--- config.mk ---
export PLATFORM = sky130hd
export DESIGN_NAME = quadrature_encoder_counter_core
export DESIGN_NICKNAME = d
export VERILOG_FILES = /design/src/rtl/qenc_pkg.sv /design/src/rtl/quadrature_encoder_counter_core.sv /design/src/rtl/qenc_regs.sv /design/src/rtl/qenc_div.sv /design/src/rtl/qenc_dp.sv /design/src/rtl/qenc_ctrl.sv
export SDC_FILE = /design/constraint.sdc
export NUM_CORES = 1
export LEC_CHECK = 0
export ABC_AREA = 0
export BUFFER_PORTS_ARGS = -buffer_cell sky130_fd_sc_hd__buf_2
export CAP_MARGIN = 20
export CORE_MARGIN = 2
export CORE_UTILIZATION = 50
export DETAILED_ROUTE_END_ITERATION = 6
export GPL_TIMING_DRIVEN = 0
export PLACE_DENSITY = 0.69
export SETUP_SLACK_MARGIN = 0.02
export SYNTH_ARGS = -nofsm -noshare
export SYNTH_HDL_FRONTEND = slang
export SYNTH_SLANG_ARGS = --single-unit
export TNS_END_PERCENT = 5
--- constraint.sdc ---
create_clock -name i_clk -period 6.1 [get_ports i_clk]
set_clock_uncertainty 0.15 [all_clocks]
set_input_delay 1.22 -clock i_clk [delete_from_list [all_inputs] [get_ports i_clk]]
set_output_delay 1.22 -clock i_clk [all_outputs]
set_load 0.1 [all_outputs]
--- src/rtl/qenc_pkg.sv ---
// ----------------------------------------------------------------------------
// Quadrature encoder counter package
// Shared constants, operation codes, register indexes and the controller to
// datapath command and status types.
// ----------------------------------------------------------------------------
package qenc_pkg;

    // Default step counter width.
    localparam int STEP_BITS_DEF = 24;

    // Register reset values.
    localparam logic [15:0] SPR_RESET = 16'd30;
    localparam logic [9:0]  DEB_RESET = 10'd50;

    // Degrees in one full turn.
    localparam logic signed [9:0] DEG_FULL = 10'sd360;

    // Width of the divisor (steps per revolution).
    localparam int SPR_W = 16;

    // Operation codes of an input transaction.
    localparam logic [1:0] OP_PIN   = 2'd0;
    localparam logic [1:0] OP_BTN   = 2'd1;
    localparam logic [1:0] OP_RPOS  = 2'd2;
    localparam logic [1:0] OP_POLL  = 2'd3;

    // Register index, taken from address bit 2.
    localparam logic REG_SPR = 1'b0;
    localparam logic REG_DEB = 1'b1;

    // Pin transition table, indexed by {old_a, old_b, new_a, new_b}.
    localparam logic signed [1:0] QUAD_TABLE [16] = '{
        2'sd0, -2'sd1,  2'sd1,  2'sd0,
        2'sd1,  2'sd0,  2'sd0, -2'sd1,
       -2'sd1,  2'sd0,  2'sd0,  2'sd1,
        2'sd0,  2'sd1, -2'sd1,  2'sd0
    };

    // Commands from the controller to the datapath.
    typedef struct packed {
        logic capture;    // latch the input transaction
        logic exec;       // apply the operation to the state
        logic mult;       // form steps * 360
        logic div_start;  // launch the divider
        logic load_out;   // load the output register
    } t_cmd;

    // Status from the datapath to the controller.
    typedef struct packed {
        logic div_done;
        logic out_free;
    } t_sts;

endpackage

--- src/rtl/quadrature_encoder_counter_core.sv ---
// ----------------------------------------------------------------------------
// Quadrature encoder counter core
// Decodes a two-phase encoder into a saturating step count, tracks a
// debounced push button and reports the shaft angle in degrees.
// ----------------------------------------------------------------------------
//
//   Channel   Signals                                   Direction
//   -------   ---------------------------------------   ---------
//   input     i_valid/o_ready, i_opcode, i_phase_a,     in
//             i_phase_b, i_now_ms
//   result    o_valid/i_ready, o_step_count,            out
//             o_angle_deg, o_button_flag
//   config    psel, penable, pwrite, paddr, pwdata,     in/out
//             prdata, pready
//
// An input transaction is accepted only while the controller is idle, so a new
// one waits until the previous result has been loaded into the output register.
// The restoring divider produces one quotient bit of the angle per cycle
// over the STEP_BITS + 9 bit numerator; update and multiply run in their own
// states ahead of the division, and the result is loaded into the output
// register once the quotient is ready and the register is free.
// Reset is synchronous and active low. It returns the step count to half the
// default revolution, the pin state to both phases high, and the registers
// to 30 steps per turn and 50 ms debounce.
// A result that the sink does not take waits in the output register; the
// input side is accepting again meanwhile and the next result waits for the
// register to be emptied. Configuration writes complete without wait states and
// must only be issued while no transaction is in flight.
//
// Datapath overview: the controller captures a transaction, then has the
// datapath apply it (pin decode through the transition table, button
// debounce, reposition or poll), multiply the step count by 360, and run the
// divider against steps per revolution. A zero steps per revolution gives an
// angle of zero. The quotient truncates towards zero, as the sign is taken
// off before division and put back afterwards.
// ----------------------------------------------------------------------------
module quadrature_encoder_counter_core #(
    parameter int STEP_BITS = qenc_pkg::STEP_BITS_DEF
) (
    input  logic                        i_clk,
    input  logic                        i_rst_n,

    input  logic                        i_valid,
    output logic                        o_ready,
    input  logic [1:0]                  i_opcode,
    input  logic                        i_phase_a,
    input  logic                        i_phase_b,
    input  logic [31:0]                 i_now_ms,

    output logic                        o_valid,
    input  logic                        i_ready,
    output logic signed [STEP_BITS-1:0] o_step_count,
    output logic signed [STEP_BITS+8:0] o_angle_deg,
    output logic                        o_button_flag,

    input  logic                        psel,
    input  logic                        penable,
    input  logic                        pwrite,
    input  logic [2:0]                  paddr,
    input  logic [31:0]                 pwdata,
    output logic [31:0]                 prdata,
    output logic                        pready
);

    qenc_pkg::t_cmd cmd;
    qenc_pkg::t_sts sts;
    logic [15:0]    spr;
    logic [9:0]     deb;

    // The register file never inserts wait states.
    assign pready = 1'b1;

    qenc_regs u_regs (
        .i_clk   (i_clk),
        .i_rst_n (i_rst_n),
        .psel    (psel),
        .penable (penable),
        .pwrite  (pwrite),
        .paddr   (paddr),
        .pwdata  (pwdata),
        .prdata  (prdata),
        .o_spr   (spr),
        .o_deb   (deb)
    );

    qenc_ctrl u_ctrl (
        .i_clk   (i_clk),
        .i_rst_n (i_rst_n),
        .i_valid (i_valid),
        .o_ready (o_ready),
        .i_sts   (sts),
        .o_cmd   (cmd)
    );

    qenc_dp #(
        .STEP_BITS(STEP_BITS)
    ) u_dp (
        .i_clk         (i_clk),
        .i_rst_n       (i_rst_n),
        .i_cmd         (cmd),
        .o_sts         (sts),
        .i_opcode      (i_opcode),
        .i_phase_a     (i_phase_a),
        .i_phase_b     (i_phase_b),
        .i_now_ms      (i_now_ms),
        .i_spr         (spr),
        .i_deb         (deb),
        .i_ready       (i_ready),
        .o_valid       (o_valid),
        .o_step_count  (o_step_count),
        .o_angle_deg   (o_angle_deg),
        .o_button_flag (o_button_flag)
    );

endmodule

--- src/rtl/qenc_regs.sv ---
// ----------------------------------------------------------------------------
// Quadrature encoder configuration registers
// APB-style register file holding steps per revolution and debounce time.
// ----------------------------------------------------------------------------
module qenc_regs (
    input  logic        i_clk,
    input  logic        i_rst_n,
    input  logic        psel,
    input  logic        penable,
    input  logic        pwrite,
    input  logic [2:0]  paddr,
    input  logic [31:0] pwdata,
    output logic [31:0] prdata,
    output logic [15:0] o_spr,
    output logic [9:0]  o_deb
);

    logic [15:0] r_spr;
    logic [9:0]  r_deb;
    logic        wr_en;

    assign wr_en = psel && penable && pwrite;

    always_ff @(posedge i_clk) begin
        if (!i_rst_n) begin
            r_spr <= qenc_pkg::SPR_RESET;
            r_deb <= qenc_pkg::DEB_RESET;
        end else if (wr_en) begin
            if (paddr[2] == qenc_pkg::REG_SPR) begin
                r_spr <= pwdata[15:0];
            end else begin
                r_deb <= pwdata[9:0];
            end
        end
    end

    // The low address bits are don't-care.
    assign prdata = (paddr[2] == qenc_pkg::REG_DEB) ? {22'd0, r_deb} : {16'd0, r_spr};
    assign o_spr  = r_spr;
    assign o_deb  = r_deb;

endmodule

--- src/rtl/qenc_div.sv ---
// ----------------------------------------------------------------------------
// Quadrature encoder angle divider
// Signed restoring divider, one quotient bit per cycle, truncating to zero.
// ----------------------------------------------------------------------------
module qenc_div #(
    parameter int W = qenc_pkg::STEP_BITS_DEF + 9
) (
    input  logic                               i_clk,
    input  logic                               i_rst_n,
    input  logic                               i_start,
    input  logic signed [W-1:0]                i_dividend,
    input  logic [qenc_pkg::SPR_W-1:0]         i_divisor,
    output logic                               o_done,
    output logic signed [W-1:0]                o_quot
);

    localparam int CNT_W = $clog2(W + 1);
    localparam int DV_W  = qenc_pkg::SPR_W;

    logic             r_busy;
    logic [CNT_W-1:0] r_cnt;
    logic [DV_W-1:0]  r_rem;
    logic [W-1:0]     r_quo;
    logic             r_neg;
    logic             r_zero;

    logic [W-1:0]     mag;
    logic [DV_W:0]    rem_sh;
    logic [DV_W+1:0]  diff;

    assign mag    = i_dividend[W-1] ? W'(-i_dividend) : W'(i_dividend);
    assign rem_sh = {r_rem, r_quo[W-1]};
    assign diff   = {1'b0, rem_sh} - {2'b00, i_divisor};

    always_ff @(posedge i_clk) begin
        if (!i_rst_n) begin
            r_busy <= 1'b0;
            r_cnt  <= '0;
        end else if (i_start) begin
            r_busy <= 1'b1;
            r_cnt  <= CNT_W'(W);
        end else if (r_busy) begin
            if (r_cnt == '0) begin
                r_busy <= 1'b0;
            end else begin
                r_cnt <= r_cnt - 1'b1;
            end
        end
    end

    always_ff @(posedge i_clk) begin
        if (i_start) begin
            r_rem  <= '0;
            r_quo  <= mag;
            r_neg  <= i_dividend[W-1];
            r_zero <= (i_divisor == '0);
        end else if (r_busy && (r_cnt != '0)) begin
            // The dividend shifts out at the top as quotient bits shift in.
            if (diff[DV_W+1]) begin
                r_rem <= rem_sh[DV_W-1:0];
            end else begin
                r_rem <= diff[DV_W-1:0];
            end
            r_quo <= {r_quo[W-2:0], ~diff[DV_W+1]};
        end
    end

    assign o_done = r_busy && (r_cnt == '0);
    assign o_quot = r_zero ? '0 : (r_neg ? W'(-$signed(r_quo)) : $signed(r_quo));

endmodule

--- src/rtl/qenc_dp.sv ---
// ----------------------------------------------------------------------------
// Quadrature encoder datapath
// Encoder and button state, angle multiply, divider and output register.
// ----------------------------------------------------------------------------
module qenc_dp #(
    parameter int STEP_BITS = qenc_pkg::STEP_BITS_DEF
) (
    input  logic                        i_clk,
    input  logic                        i_rst_n,
    input  qenc_pkg::t_cmd              i_cmd,
    output qenc_pkg::t_sts              o_sts,
    input  logic [1:0]                  i_opcode,
    input  logic                        i_phase_a,
    input  logic                        i_phase_b,
    input  logic [31:0]                 i_now_ms,
    input  logic [15:0]                 i_spr,
    input  logic [9:0]                  i_deb,
    input  logic                        i_ready,
    output logic                        o_valid,
    output logic signed [STEP_BITS-1:0] o_step_count,
    output logic signed [STEP_BITS+8:0] o_angle_deg,
    output logic                        o_button_flag
);

    localparam int PROD_W = STEP_BITS + 9;
    localparam logic signed [STEP_BITS-1:0] STEP_MAX = {1'b0, {(STEP_BITS-1){1'b1}}};
    localparam logic signed [STEP_BITS-1:0] STEP_MIN = {1'b1, {(STEP_BITS-1){1'b0}}};
    localparam logic signed [STEP_BITS-1:0] STEP_RST = STEP_BITS'(qenc_pkg::SPR_RESET / 2);

    // Captured transaction.
    logic [1:0]  r_opcode;
    logic [1:0]  r_pins;
    logic [31:0] r_now;

    // Block state.
    logic signed [STEP_BITS-1:0] r_step;
    logic signed [1:0]           r_psum;
    logic [1:0]                  r_last;
    logic                        r_latch;
    logic [31:0]                 r_last_ms;
    logic                        r_flag;

    logic signed [STEP_BITS-1:0] n_step;
    logic signed [1:0]           n_psum;
    logic [1:0]                  n_last;
    logic                        n_latch;
    logic [31:0]                 n_last_ms;
    logic                        n_flag;

    logic signed [1:0]           delta;
    logic signed [2:0]           sum;
    logic [31:0]                 elapsed;
    logic [32:0]                 half_w;

    logic signed [STEP_BITS+9:0] prod_full;
    logic signed [PROD_W-1:0]    r_prod;
    logic                        div_done;
    logic signed [PROD_W-1:0]    quot;

    logic                        r_out_valid;
    logic signed [STEP_BITS-1:0] r_out_step;
    logic signed [PROD_W-1:0]    r_out_angle;
    logic                        r_out_flag;

    always_ff @(posedge i_clk) begin
        if (i_cmd.capture) begin
            r_opcode <= i_opcode;
            r_pins   <= {i_phase_a, i_phase_b};
            r_now    <= i_now_ms;
        end
    end

    assign delta   = qenc_pkg::QUAD_TABLE[{r_last, r_pins}];
    assign sum     = r_psum + delta;
    assign elapsed = r_now - r_last_ms;
    assign half_w  = {18'd0, i_spr[15:1]};

    always_comb begin
        n_step    = r_step;
        n_psum    = r_psum;
        n_last    = r_last;
        n_latch   = r_latch;
        n_last_ms = r_last_ms;
        n_flag    = r_latch;
        unique case (r_opcode)
            qenc_pkg::OP_PIN: begin
                n_last = r_pins;
                if (sum >= 3'sd2) begin
                    n_step = (r_step == STEP_MAX) ? r_step : r_step + STEP_BITS'(1);
                    n_psum = 2'sd0;
                end else if (sum <= -3'sd2) begin
                    n_step = (r_step == STEP_MIN) ? r_step : r_step - STEP_BITS'(1);
                    n_psum = 2'sd0;
                end else begin
                    n_psum = sum[1:0];
                end
            end
            qenc_pkg::OP_BTN: begin
                if (elapsed > {22'd0, i_deb}) begin
                    n_latch   = 1'b1;
                    n_last_ms = r_now;
                    n_flag    = 1'b1;
                end
            end
            qenc_pkg::OP_RPOS: begin
                n_step = (half_w > 33'(STEP_MAX)) ? STEP_MAX : STEP_BITS'(half_w);
            end
            qenc_pkg::OP_POLL: begin
                n_latch = 1'b0;
            end
            default: begin
                n_flag = r_latch;
            end
        endcase
    end

    always_ff @(posedge i_clk) begin
        if (!i_rst_n) begin
            r_step    <= STEP_RST;
            r_psum    <= 2'sd0;
            r_last    <= 2'b11;
            r_latch   <= 1'b0;
            r_last_ms <= '0;
        end else if (i_cmd.exec) begin
            r_step    <= n_step;
            r_psum    <= n_psum;
            r_last    <= n_last;
            r_latch   <= n_latch;
            r_last_ms <= n_last_ms;
        end
    end

    always_ff @(posedge i_clk) begin
        if (i_cmd.exec) begin
            r_flag <= n_flag;
        end
    end

    // Angle numerator; 360 times the step count always fits in PROD_W bits.
    assign prod_full = r_step * qenc_pkg::DEG_FULL;

    always_ff @(posedge i_clk) begin
        if (i_cmd.mult) begin
            r_prod <= prod_full[PROD_W-1:0];
        end
    end

    qenc_div #(
        .W(PROD_W)
    ) u_div (
        .i_clk      (i_clk),
        .i_rst_n    (i_rst_n),
        .i_start    (i_cmd.div_start),
        .i_dividend (r_prod),
        .i_divisor  (i_spr),
        .o_done     (div_done),
        .o_quot     (quot)
    );

    // Output register: a finished result waits here for the sink.
    always_ff @(posedge i_clk) begin
        if (!i_rst_n) begin
            r_out_valid <= 1'b0;
        end else if (i_cmd.load_out) begin
            r_out_valid <= 1'b1;
        end else if (i_ready) begin
            r_out_valid <= 1'b0;
        end
    end

    always_ff @(posedge i_clk) begin
        if (i_cmd.load_out) begin
            r_out_step  <= r_step;
            r_out_angle <= quot;
            r_out_flag  <= r_flag;
        end
    end

    assign o_sts.div_done = div_done;
    assign o_sts.out_free = !r_out_valid || i_ready;

    assign o_valid       = r_out_valid;
    assign o_step_count  = r_out_step;
    assign o_angle_deg   = r_out_angle;
    assign o_button_flag = r_out_flag;

    // The accumulator only ever rests at -1, 0 or +1 between transactions.
    a_psum_range: assert property (@(posedge i_clk) disable iff (!i_rst_n)
        r_psum != -2'sd2)
        else $error("partial sum reached -2 while idle");

endmodule

--- src/rtl/qenc_ctrl.sv ---
// ----------------------------------------------------------------------------
// Quadrature encoder controller
// Sequences capture, update, multiply, division and result hand-over.
// ----------------------------------------------------------------------------
module qenc_ctrl (
    input  logic           i_clk,
    input  logic           i_rst_n,
    input  logic           i_valid,
    output logic           o_ready,
    input  qenc_pkg::t_sts i_sts,
    output qenc_pkg::t_cmd o_cmd
);

    localparam logic [2:0] S_IDLE   = 3'd0;
    localparam logic [2:0] S_EXEC   = 3'd1;
    localparam logic [2:0] S_MULT   = 3'd2;
    localparam logic [2:0] S_DSTART = 3'd3;
    localparam logic [2:0] S_DWAIT  = 3'd4;
    localparam logic [2:0] S_OUT    = 3'd5;

    logic [2:0] r_state;
    logic [2:0] n_state;

    always_comb begin
        n_state = r_state;
        o_cmd   = '0;
        unique case (r_state)
            S_IDLE: begin
                if (i_valid) begin
                    o_cmd.capture = 1'b1;
                    n_state       = S_EXEC;
                end
            end
            S_EXEC: begin
                o_cmd.exec = 1'b1;
                n_state    = S_MULT;
            end
            S_MULT: begin
                o_cmd.mult = 1'b1;
                n_state    = S_DSTART;
            end
            S_DSTART: begin
                o_cmd.div_start = 1'b1;
                n_state         = S_DWAIT;
            end
            S_DWAIT: begin
                if (i_sts.div_done) begin
                    n_state = S_OUT;
                end
            end
            S_OUT: begin
                if (i_sts.out_free) begin
                    o_cmd.load_out = 1'b1;
                    n_state        = S_IDLE;
                end
            end
            default: begin
                n_state = S_IDLE;
            end
        endcase
    end

    always_ff @(posedge i_clk) begin
        if (!i_rst_n) begin
            r_state <= S_IDLE;
        end else begin
            r_state <= n_state;
        end
    end

    // Nothing is taken while reset is held.
    assign o_ready = i_rst_n && (r_state == S_IDLE);

    a_one_cmd: assert property (@(posedge i_clk) disable iff (!i_rst_n)
        $onehot0({o_cmd.capture, o_cmd.exec, o_cmd.mult, o_cmd.div_start, o_cmd.load_out}))
        else $error("more than one datapath command in a cycle");

    a_load_free: assert property (@(posedge i_clk) disable iff (!i_rst_n)
        o_cmd.load_out |-> i_sts.out_free)
        else $error("output register overwritten while a result waits");

    a_div_wait: assert property (@(posedge i_clk) disable iff (!i_rst_n)
        (r_state == S_DWAIT && !i_sts.div_done) |=> (r_state == S_DWAIT))
        else $error("left the divider wait before the quotient was ready");

endmodule
==> reports/summary.txt <==
Status: completed
Vias per inst: 5.555
GR Overflow Total: 0
Setup TNS: 0 ns
H-tree depth: 1
Max clock buf depth: 3
CP Data Arrival Time: 6.12 ns
I/O pins: 171
Final Util: 57.63%
Clk pin slew, worst setup/hold paths: 0.06 ns
Synth unique cells: 77
GRT Util Overall: 23.63%
Worst slew pin tran: 0.9559 ns
# nets final: 2,514
Post-DRT Antenna Nets: 0
Diode count: 0
Post-DP HPWL: 36,560 um
GPL Wtd Cong: 0.9164
DRT Wirelength: 46,910 um
Layout cells sized above 1: 11.13%
Cell Count, Final, Fillers Out: 2,723
Crit path max fanout: 10
Syn_area_per_cell: 9.156 sq um
Startpoint Class: flop
Worst setup EP type: flop
Crit share post-route: 95.05%
Number of flops mapped to enable cells by yosys: 160
Syn-to-layout area delta: 13.11%
Clock latency on the worst-skew pair: 0.59 ns
Leak: 0.008732 uW
Fin. Hold Viols: 0
CTS tree: built
FMAX: 172.5 MHz
Initial antenna violation count: 0
Hold buffers post-CTS: 0
R2R depth: 23
Critical path cell sequence: inv_1, ha_1, xnor2_1, xnor2_1, ha_1, inv_1, fa_1, nor2_4, buf_2, clkbuf_4, xnor2_1, ha_1, o32a_1, o2bb2ai_1, o31ai_1, a22o_1, or4_1, a21oi_1, a221oi_1, mux2_2, a21oi_1, nor2_1, o21a_1
Slew Viols, Final: 0
DR iter-0 viols: 1,000
Hold Slack: 0.2805 ns
Routed len/inst: 17.23 um
Placed instance area: 20,160 sq um
Clk sink count: 274
Synth Flop Type: edfxtp_1
Total CTS buffers: 30
Setup-failing EPs final: 0
Hold WC Path Type: flop to flop
FP Rows: 70
CP Class: flop to flop
Number of max-cap violations: 0
Tmin final: 5.798 ns
Die area: 39,050 sq um
CTS Root Cell: clkbuf_16
VDD IR max: 0.0002366 V
DR DRC count: 0
Max_slew headroom: 35.44%
Power per cell area: 257.5 nW/um^2
Async set-reset flop share out of synthesis: 0%
Yosys reg bits: 274
Synth warn: 0
Cell area after layout: 21,200 sq um
Die Y: 197.6 um
Syn Inst Count: 2,047
Seq/Total Area, Yosys: 37.81%
CORE AREA: 36,790 sq um
Via count: 15,130
Filler instances: 3,221
Number of global-route vias before repair: 14,470
Max incr delay on CP: 0.55 ns
CP max stage cell: fa_1
Hold depth: 0
Synthesized cell area: 18,740 sq um
Initial DRT Pass Iterations: 5
Pin count of the biggest net entering global routing: 39
Req. time, crit path: 6.42 ns
Starting Density: 50.95%
Setup repair after global routing missed its margin: false
I/O Buffers: 133
First-pass GRT wire length: 74,560 um
Die X: 197.6 um
Inst Count DP: 2,668
final cells by class:
cell class,count,area (sq um),share of cell area [%]
multi-input cells,1473,10480,49.42
flip-flops and latches,274,7087,33.43
inverters,218,818.3,3.860
clock buffers,37,817.0,3.854
repair buffers,138,763.2,3.600
well taps,468,585.6,2.762
plain buffers,97,446.7,2.107
clock inverters,18,205.2,0.9679
state kept, by name (all words and copies together), names as in the netlist:
register,count
u_regs.o_deb,10
u_dp.u_div.r_cnt,6
u_dp.r_pins,2
u_dp.r_prod,30
u_dp.r_last_ms,32
u_dp.r_latch,1
u_dp.u_div.r_zero,1
u_dp.r_flag,1
u_dp.r_step,24
u_dp.o_button_flag,1
u_dp.o_step_count,24
u_dp.r_psum,2
u_dp.r_now,32
u_dp.u_div.r_neg,1
u_dp.r_opcode,2
u_dp.o_valid,1
u_regs.o_spr,16
u_dp.u_div.r_rem,16
u_ctrl.r_state,3
u_dp.o_angle_deg,33
u_dp.u_div.r_quo,33
u_dp.u_div.r_busy,1
u_dp.r_last,2
cells by family after synthesis:
kind of cell	synth area share [%]
compound gates	15.38
xor+xnor	5.841
fa+ha+maj	15.54
buf+inv	6.722
flops	37.81
mux	3.304
other cells	0.04007
simple gates	15.36
Yosys cell counts (all sizes together) (18+ instances only):
cell    count  area share, %
buf        25           0.91
a21oi     108            2.9
dfxtp     114             12
inv       217            4.3
clkbuf     72            1.4
edfxtp    160             26
a21o       21           0.84
nand2     241            4.8
xnor2      55            2.6
and2       21           0.70
o31ai      24            1.1
nor2b      18           0.60
a21boi     32            1.3
nor3       46            1.2
xor2       70            3.3
o21ai     112            3.0
mux2i      54            2.9
nor2      146            2.9
nand3      26           0.69
ha        156             10
a211oi     21           0.84
fa         48            5.1
nand4      24           0.80
or3        19           0.75
metrics by stage:
stage                     total power, uW  setup slack (ns)
after floorplan                      3291            0.6730
after global placement               3576           -0.2860
after detailed placement             3620           -0.3891
after CTS                            5485            0.1264
after global routing                 5725           0.05482
final                                5460            0.3019
repair_timing:
| item | in CTS | in global routing |
|---|---|---|
| buffers inserted | 0 | 0 |
| endpoints found under the hold margin | 0 | 0 |
| resized for setup | 3 | 5 |
| endpoints found under the setup margin | 6 | 6 |
layout by cell type, fill, tap and decap left out, types with 8 or more instances in the layout:
cell and instances:
mux2i_1 54, xor2_1 70, nand2_1 241, clkbuf_1 74, clkbuf_16 30, ha_1 156, dfxtp_1 114, nor3_1 46
xnor2_1 55, nand2b_1 17, and2_1 19, or3_1 14, a21oi_1 108, buf_2 136, a21o_1 21, and3_1 13
or4_1 8, nor2b_1 18, nor4_1 16, o21a_1 17, o31ai_1 22, or2_2 12, nand3_1 26, conb_1 17
nor2_1 143, a211oi_1 21, edfxtp_1 160, o211ai_1 15, o22ai_1 13, o21ai_0 112, a21boi_0 32, o21bai_1 9
nand4_1 24, buf_4 20, fa_1 47, o41ai_1 12, inv_1 217, a31oi_1 14
path summary, 6_finish.rpt:
kind | startpoint | slack, ns | endpoint
min reg2reg | u_dp.r_flag | 0.28 | u_dp.o_button_flag
min | u_dp.r_flag | 0.28 | u_dp.o_button_flag
max reg2reg | u_dp.r_pins[0] | 0.30 | u_dp.r_step[16]
max | u_dp.r_pins[0] | 0.30 | u_dp.r_step[16]
critical path: cells and delay by family, from the launching register on:
kind / cells / cell delay (ns)
AOI/OAI and AO/OA: 8 / 1.63
muxes: 1 / 0.31
buffers and inverters: 4 / 0.74
DFF: 1 / 0.40
adders and majority gates: 4 / 1.27
xor gates and xnor gates: 3 / 0.42
and+or+nand+nor: 3 / 0.75
where the power goes:
group / switching, uW / internal [uW]
Clock: 775 / 1080
Combinational: 872 / 558
Sequential: 89.6 / 2080
per-layer routing:
metal  track usage (%)  share of wire [%]  vias up
met1             31.64                 45     7154
met5                 0                  0        -
met3             3.142                5.0       82
met4             6.433                2.5        0
met2             40.23                 48      414
li1                  -                  -     7475
Note: power is estimated with default switching activity, not from simulation.
